--- config.mk ---
export PLATFORM = sky130hd
export DESIGN_NAME = gpa_keystream_generator_unit
export DESIGN_NICKNAME = d
export VERILOG_FILES = /design/src/gpak_pkg.sv /design/src/gpa_keystream_generator_unit.sv
export SDC_FILE = /design/constraint.sdc
export NUM_CORES = 1
export LEC_CHECK = 0
export ABC_CLOCK_PERIOD_IN_PS = 3300
export BUFFER_PORTS_ARGS = -buffer_cell sky130_fd_sc_hd__buf_2
export CORE_MARGIN = 10
export CORE_UTILIZATION = 45
export CTS_CLUSTER_SIZE = 10
export DETAILED_ROUTE_END_ITERATION = 12
export PLACE_DENSITY = 0.72
export SETUP_SLACK_MARGIN = 0.2
export SYNTH_ARGS = -nofsm -noshare
export SYNTH_HDL_FRONTEND = slang
export SYNTH_SLANG_ARGS = --single-unit
--- constraint.sdc ---
create_clock -name clk -period 3.3 [get_ports clk]
set_input_delay 0.66 -clock clk [delete_from_list [all_inputs] [get_ports clk]]
set_output_delay 0.66 -clock clk [all_outputs]
set_load 0.005 [all_outputs]
--- src/gpak_pkg.sv ---
// Shared types, constants and feedback arithmetic of the GPA keystream generator.
`timescale 1ns / 1ps
`default_nettype none
package gpak_pkg;

    localparam int unsigned R_DEPTH = 7;
    localparam int unsigned S_DEPTH = 7;
    localparam int unsigned T_DEPTH = 5;

    localparam logic [4:0] MOD_31  = 5'h1f;
    localparam logic [6:0] MOD_127 = 7'h7f;

    localparam logic CMD_CLOCK = 1'b0;
    localparam logic CMD_CLEAR = 1'b1;

    typedef logic [4:0] r_cell_t;
    typedef logic [6:0] s_cell_t;
    typedef logic [4:0] t_cell_t;
    typedef logic [7:0] count_t;

    typedef enum logic [1:0] {
        ST_IDLE = 2'b01,
        ST_RUN  = 2'b10
    } state_t;

    // One's-complement style add: subtract the modulus once when the sum exceeds it.
    function automatic logic [4:0] add_mod31(input logic [4:0] a, input logic [4:0] b);
        logic [5:0] sum;
        logic [5:0] red;
        sum = {1'b0, a} + {1'b0, b};
        red = sum - {1'b0, MOD_31};
        return (sum > {1'b0, MOD_31}) ? red[4:0] : sum[4:0];
    endfunction

    function automatic logic [6:0] add_mod127(input logic [6:0] a, input logic [6:0] b);
        logic [7:0] sum;
        logic [7:0] red;
        sum = {1'b0, a} + {1'b0, b};
        red = sum - {1'b0, MOD_127};
        return (sum > {1'b0, MOD_127}) ? red[6:0] : sum[6:0];
    endfunction

endpackage
`default_nettype wire

--- src/gpa_keystream_generator_unit.sv ---
// Top level of the GPA keystream generator: register file, step sequencer, result register.
//
// Usage:
//   Input channel (item_valid / item_stall) carries command, data_byte and
//   repeat_count. A clock command runs repeat_count generator clocks with the
//   same data byte; a clear command zeroes all cells and the output byte.
//   Output channel (result_valid / result_stall) returns one keystream_byte
//   per item: the output byte after the clocks, or zero after a clear.
//   The generator step logic runs one clock per cycle while generator clocks
//   of the item remain; a clear runs none. The finished output byte is then
//   registered as the result once the output register is free.
//   The block takes a new item while the previous result still waits in the
//   output register; a finished item then holds in the sequencer until that
//   register frees up. item_stall is high while an item is in progress.
//   Reset (rst_n low, asynchronous) clears all cells, the output byte, the
//   sequencer and the result valid flag.
`timescale 1ns / 1ps
`default_nettype none
module gpa_keystream_generator_unit
(
    input  wire logic       clk,
    input  wire logic       rst_n,
    input  wire logic       item_valid,
    output logic            item_stall,
    input  wire logic       command,
    input  wire logic [7:0] data_byte,
    input  wire logic [7:0] repeat_count,
    output logic            result_valid,
    input  wire logic       result_stall,
    output logic [7:0]      keystream_byte
);

    gpak_pkg::state_t  state_reg, state_next;
    gpak_pkg::count_t  count_reg, count_next;
    logic [7:0]        din_reg, din_next;
    logic [7:0]        out_byte_reg, out_byte_next;
    gpak_pkg::r_cell_t r_reg [gpak_pkg::R_DEPTH];
    gpak_pkg::r_cell_t r_next [gpak_pkg::R_DEPTH];
    gpak_pkg::s_cell_t s_reg [gpak_pkg::S_DEPTH];
    gpak_pkg::s_cell_t s_next [gpak_pkg::S_DEPTH];
    gpak_pkg::t_cell_t t_reg [gpak_pkg::T_DEPTH];
    gpak_pkg::t_cell_t t_next [gpak_pkg::T_DEPTH];
    logic              result_valid_reg, result_valid_next;
    logic [7:0]        result_reg, result_next;

    // Generator step, computed from the current cells
    logic [7:0]        mix;
    gpak_pkg::r_cell_t ri;
    gpak_pkg::s_cell_t si;
    gpak_pkg::t_cell_t ti;
    gpak_pkg::r_cell_t r_fb;
    gpak_pkg::s_cell_t s_fb;
    gpak_pkg::t_cell_t t_fb;
    logic [3:0]        nib;

    logic item_xfer;
    logic slot_free;

    assign item_stall     = (state_reg != gpak_pkg::ST_IDLE);
    assign item_xfer      = item_valid && !item_stall;
    assign slot_free      = !result_valid_reg || !result_stall;
    assign result_valid   = result_valid_reg;
    assign keystream_byte = result_reg;

    always_comb
    begin
        mix  = din_reg ^ out_byte_reg;
        ri   = mix[4:0];
        si   = {mix[3:0], mix[7:5]};
        ti   = mix[7:3];
        r_fb = gpak_pkg::add_mod31(r_reg[3], {r_reg[6][3:0], r_reg[6][4]});
        s_fb = gpak_pkg::add_mod127(s_reg[5], {s_reg[6][5:0], s_reg[6][6]});
        t_fb = gpak_pkg::add_mod31(t_reg[4], t_reg[2]);
        // new R4 is old R3, new T3 is old T2
        nib  = (~s_fb[3:0] & (r_fb[3:0] ^ r_reg[3][3:0]))
             | ( s_fb[3:0] & (t_fb[3:0] ^ t_reg[2][3:0]));
    end

    always_comb
    begin
        state_next        = state_reg;
        count_next        = count_reg;
        din_next          = din_reg;
        out_byte_next     = out_byte_reg;
        r_next            = r_reg;
        s_next            = s_reg;
        t_next            = t_reg;
        result_valid_next = result_valid_reg;
        result_next       = result_reg;

        if (result_valid_reg && !result_stall)
        begin
            result_valid_next = 1'b0;
        end

        case (state_reg)
            gpak_pkg::ST_IDLE:
            begin
                if (item_xfer)
                begin
                    din_next   = data_byte;
                    state_next = gpak_pkg::ST_RUN;
                    if (command == gpak_pkg::CMD_CLEAR)
                    begin
                        count_next    = '0;
                        out_byte_next = '0;
                        r_next        = '{default: '0};
                        s_next        = '{default: '0};
                        t_next        = '{default: '0};
                    end
                    else
                    begin
                        count_next = repeat_count;
                    end
                end
            end
            gpak_pkg::ST_RUN:
            begin
                if (count_reg != '0)
                begin
                    // advance all three registers by one generator clock
                    r_next[6] = r_reg[5];
                    r_next[5] = r_reg[4];
                    r_next[4] = r_reg[3];
                    r_next[3] = r_reg[2] ^ ri;
                    r_next[2] = r_reg[1];
                    r_next[1] = r_reg[0];
                    r_next[0] = r_fb;
                    s_next[6] = s_reg[5];
                    s_next[5] = s_reg[4] ^ si;
                    s_next[4] = s_reg[3];
                    s_next[3] = s_reg[2];
                    s_next[2] = s_reg[1];
                    s_next[1] = s_reg[0];
                    s_next[0] = s_fb;
                    t_next[4] = t_reg[3];
                    t_next[3] = t_reg[2];
                    t_next[2] = t_reg[1] ^ ti;
                    t_next[1] = t_reg[0];
                    t_next[0] = t_fb;
                    out_byte_next = {out_byte_reg[3:0], nib};
                    count_next    = count_reg - 8'd1;
                end
                else if (slot_free)
                begin
                    result_next       = out_byte_reg;
                    result_valid_next = 1'b1;
                    state_next        = gpak_pkg::ST_IDLE;
                end
            end
            default:
            begin
                state_next = gpak_pkg::ST_IDLE;
            end
        endcase
    end

    always_ff @(posedge clk or negedge rst_n)
    begin
        if (!rst_n)
        begin
            state_reg        <= gpak_pkg::ST_IDLE;
            count_reg        <= '0;
            out_byte_reg     <= '0;
            r_reg            <= '{default: '0};
            s_reg            <= '{default: '0};
            t_reg            <= '{default: '0};
            result_valid_reg <= 1'b0;
        end
        else
        begin
            state_reg        <= state_next;
            count_reg        <= count_next;
            out_byte_reg     <= out_byte_next;
            r_reg            <= r_next;
            s_reg            <= s_next;
            t_reg            <= t_next;
            result_valid_reg <= result_valid_next;
        end
    end

    always_ff @(posedge clk)
    begin
        din_reg    <= din_next;
        result_reg <= result_next;
    end

endmodule
`default_nettype wire

Yosys cells after proc, flatten, opt, wreduce, memory -nomap -nowiden
Index checks and enable logic that the tools add are counted.
{ "op_classes": {"bitwise_logic": 11, "n_addsub": 7, "n_reduce_logical": 13, "magnitude_cmp": 3, "eq_ne": 8, "n_mux": 31} }
{ "op_table": {"columns": ["op", "count"], "rows": [
  ["$mux W49", 3],
  ["$mux W35", 3],
  ["$pmux W49 S2", 1],
  ["$mux W25", 3],
  ["$pmux W35 S2", 1],
  ["$pmux W25 S2", 1],
  ["$mux W8", 6],
  ["$pmux W8 S2", 2],
  ["$add A5 B5 Y6", 2],
  ["$gt A6 B5 Y1 const B", 2],
  ["$mux W5", 2],
  ["$ne A2 B2 Y1 const B", 5],
  ["$sub A5 B5 Y5 const B", 2],
  ["$xor A5 B5 Y5", 2],
  ["$reduce_and A3 Y1", 3],
  ["$add A7 B7 Y8", 1],
  ["$and A4 B4 Y4", 2],
  ["$gt A8 B7 Y1 const B", 1],
  ["$reduce_bool A8 Y1", 1],
  ["$sub A8 B1 Y8 const B", 1],
  ["$xor A4 B4 Y4", 2],
  ["$xor A8 B8 Y8", 1],
  ["$mux W7", 1],
  ["$sub A7 B7 Y7 const B", 1],
  ["16 further kinds", 24]
]} }
{ "word_totals": {"output_inout_bits": 10, "reg_bits": 144, "word_cells": 98} }

Longest topological paths before layout
{ "depth": {"ltp_word": 8, "ltp_mapped": 9} }

Worst setup path before layout
Ideal clock, no wire load.
{ "synth_path": {"kind": "reg2reg", "startpoint": "reg r_reg[16] in the netlist's numbering", "endpoint": "reg out_byte_reg[3]", "arrival_time_ns": 2.239, "path_stages_with_launch": 8, "slack_ns": 0.927, "synth_period_minus_slack_ns": 2.373, "required_time_ns": 3.167, "path_cell_list": "dfrtp_1 -> ha_1 -> a211oi_1 -> o21ai_0 -> a2111oi_0 -> nor3_1 -> o211ai_1 -> o211ai_1"} }
{ "synth_between": {"elab_chain_len": 8, "word_cells_on_any_way": 9, "classes_between": "2 x add/sub; 1 x order compare; 3 x mux; 3 x bitwise"} }
{ "synth_lines": {"columns": ["element", "line_no", "rtl"], "rows": [
  ["from (decl)", "gpa_keystream_generator_unit.sv:37", "gpak_pkg::r_cell_t r_reg [gpak_pkg::R_DEPTH];"],
  ["from (signal assigned)", "gpa_keystream_generator_unit.sv:175", "r_reg <= r_next;"],
  ["$add A5 B5 Y6 (*)", "gpak_pkg.sv:30", "sum = {1'b0, a} + {1'b0, b};"],
  ["$sub A5 B5 Y5 / $gt A6 B5 Y1 (equally long branches)", "gpak_pkg.sv:31, gpak_pkg.sv:32", null],
  ["$mux W5 (*)", "gpak_pkg.sv:32", "return (sum > {1'b0, MOD_31}) ? red[4:0] : sum[4:0];"],
  ["$xor A4 B4 Y4 (*)", "gpa_keystream_generator_unit.sv:75", "nib = (~s_fb[3:0] & (r_fb[3:0] ^ r_reg[3][3:0]))"],
  ["$and A4 B4 Y4 (*)", "gpa_keystream_generator_unit.sv:75", null],
  ["$or A4 B4 Y4 (*)", "gpa_keystream_generator_unit.sv:76", "| ( s_fb[3:0] & (t_fb[3:0] ^ t_reg[2][3:0]));"],
  ["$mux W8 (*)", "gpa_keystream_generator_unit.sv:119", "if (count_reg != '0)"],
  ["$pmux W8 S2 (*)", "gpa_keystream_generator_unit.sv:96", "case (state_reg)"],
  ["to (signal assigned)", "gpa_keystream_generator_unit.sv:174", "out_byte_reg <= out_byte_next;"],
  ["to (decl)", "gpa_keystream_generator_unit.sv:36", "logic [7:0] out_byte_reg, out_byte_next;"]
]} }
Mark *: on every way between the ends. The rest lies on a longest branch, timed or not. The select of a mux whose other input is x is not followed.
A chain may end at the register's enable or synchronous reset.

Worst setup path in the final report
Same ends and word-level chain as after synthesis.

==> reports/qor.txt <==
Worst r2r src - r_reg[16]
Clock root buffer - clkbuf_16
Critical setup path kind - reg -> reg
DP HPWL - 9686 µm
Average cell area after synthesis - 9.960 µm²
Layout Skew - 6.508 ps
Post-CTS Setup Repair Bufs - 0
Synth area leader - dfrtp_1
Drt total wl - 14,530 µm
F_max - 360.4 MHz
Overall power - 6.079 mW
Initial Util - 45.41%
Die W - 143.4 µm
Area growth syn-to-layout - 13.38%
Hold Violations, Final - 0
Yosys Warn Count - 0
Drc violations - 0
Crit Path Max Fanout - 5
Yosys reg bits - 144
Die area - 0.02057 mm²
Final core occ - 51.49%
Mapped Area - 0.006853 mm²
Tightest Pin Transition - 898.8 ps
Synth unique cells - 51
EDFF count, synth - 16
DR vias/cell - 5.440
Async set-reset flop share out of synthesis - 88.89%
GP Congestion - 0.8756
Dominant synthesized flop cell - dfrtp_1
Top post-synthesis cells by area - dfrtp_1 46%, nand2_1 9.9%, edfxtp_1 7.0%, o21ai_0 5.8%, ha_1 4.0%
Share of layout cells above drive strength 1 - 10.21%
Max_cap viols - 0
Worst Reg-to-Reg Cells - 7
Worst slew margin - 39.86%
Post-Syn Nets - 734
Fill cell count - 1,299
DRT iter0 DRCs - 459
Clk_lat worst skew - 420 ps
Crit. End Element - register
Post-CTS Resized - 0
Placeable Area - 0.01509 mm²
Row Count - 45
CTS tree - done
Tcrit/Tclk final - 84.08%
Initial antenna violation count - 0
Worst vdd ir - 0.4407 mV
WP data arrival - 3060 ps
Placed inst area - 0.007226 mm²
Vias in the first global route - 4,993
Nets - 759
RSZ-0062 raised after global routing - no
CTS Buf Count - 17
Largest net degree at the start of global routing - 75
Post-route ant nets - 0
Reg-to-Reg End - out_byte_reg[3]
First-pass GRT wire length - 24,670 µm
Wire per inst - 15.91 µm
Port bufs - 30
R2R Setup Slk - 530 ps
CP Data Required Time - 3590 ps
Initial DRT Pass Iterations - 6
Outcome - completed
Synthesized netlist cell count - 688
Post-route setup TNS - 0 ps
CTS H-tree lvls - 4
Ant diodes - 0
Clock sink count - 144
Total number of vias - 4,967
Clk slew on worst S/H paths - 60 ps
Slew Viols, Final - 0
HP Class - in -> async
Critical path startpoint - r_reg[16]
Pwr dens - 782.4 mW/mm²
Setup crit end - out_byte_reg[3]
GRT Overall Usage - 15.09%
Die Ht - 143.4 µm
Startpoint Class - register
Static leakage - 3.432 nW
Hold buffers post-CTS - 0
Max reg flops - 49
Final min period - 2775 ps
GRT overflow - 0
Final Instance Area - 0.007770 mm²
Final setup viols - 0
Share of the synthesized area in the top cell type - 46.38%
Register area share after synthesis - 53.77%
Io pins - 31
Longest Clk Path Bufs - 2
## worst min path at each step
stage               startpoint              end  slack, ps  cells after the start
floorplan                rst_n     count_reg[0]        360                      0
global placement     s_reg[35]        s_reg[35]        460                      2
detailed placement   r_reg[33]        r_reg[33]        470                      2
CTS                      rst_n        t_reg[17]        250                      1
global route             rst_n  out_byte_reg[5]        270                      1
finish                   rst_n        s_reg[28]        250                      1
## power breakdown
part | total (mW) | switching [mW] | internal (mW)
logic | 1.86 | 1.17 | 0.694
registers | 2.44 | 0.289 | 2.15
clock network | 1.78 | 0.692 | 1.09
## layer usage
layer / routed length, µm / share of wire [%] / global-route usage [%] / up-vias
li1: - / - / - / 2422
met1: 6647 / 46 / 19.12 / 2414
met2: 7029 / 48 / 24.21 / 113
met3: 612 / 4.2 / 3.663 / 18
met4: 240 / 1.7 / 6.233 / 0
met5: 0 / 0 / 0 / -
## worst max-delay path, cell delays in order (launching register included)
cell	delay (ps)
dfrtp_1	450
ha_1	300
a211oi_1	520
o21ai_0	220
a2111oi_0	710
nor3_1	110
o211ai_1	210
o211ai_1	120
## cells by family (layout without fill, tap and decap cells)
logic type      Yosys count  after routing  synth area share [%]
simple gates            233            233                 14.06
compound gates          177            177                 15.78
xor+xnor                 52             52                 7.084
flops                   144            144                 53.77
buf+inv                  48             85                 3.086
mux                       9              9                 1.333
fa+ha+maj                25             25                 4.893
## Yosys cell counts (all sizes together), types with 5 or more instances
master and number:
ha 22, and3 5, o21ai 100, clkbuf 21, o31ai 19, a21oi 13
buf 16, edfxtp 16, o211ai 5, inv 11, a22o 18, a31oi 5
mux2i 8, nor3 5, xnor2 31, xor2 19, nand2 181, nor2 18
nor2b 6, dfrtp 127
## cell usage in the layout (no fill, tap or decap), types with 10 or more instances in the layout
cell / n
dfrtp_1: 127
inv_1: 11
xnor2_1: 31
o21ai_0: 79
xor2_1: 19
a21oi_1: 12
a22o_1: 18
clkbuf_16: 18
ha_1: 22
nor2_1: 18
buf_4: 10
o31ai_1: 19
o21ai_1: 21
nand2_1: 181
buf_2: 29
edfxtp_1: 16
## through the flow
step / setup WS [ps] / hold WS, ps / std cells
final: 525.4 / 250.2 / 913
after global routing: 276.9 / 273.3 / 913
after CTS: 555.2 / 250.5 / 913
after detailed placement: 552.1 / 466.5 / 882
after global placement: 746.2 / 462.2 / 882
after floorplan: 927.2 / 364.4 / 688
## final cells by class
type,instances,area [µm²],area share (%)
clock inverters,6,57.56,0.7407
multi-input cells,496,2964,38.15
clock buffers,25,486.7,6.264
inverters,11,41.29,0.5314
repair buffers,43,300.3,3.865
well taps,188,235.2,3.027
flip-flops and latches,144,3685,47.42
Power figures use the tool's default switching activity.
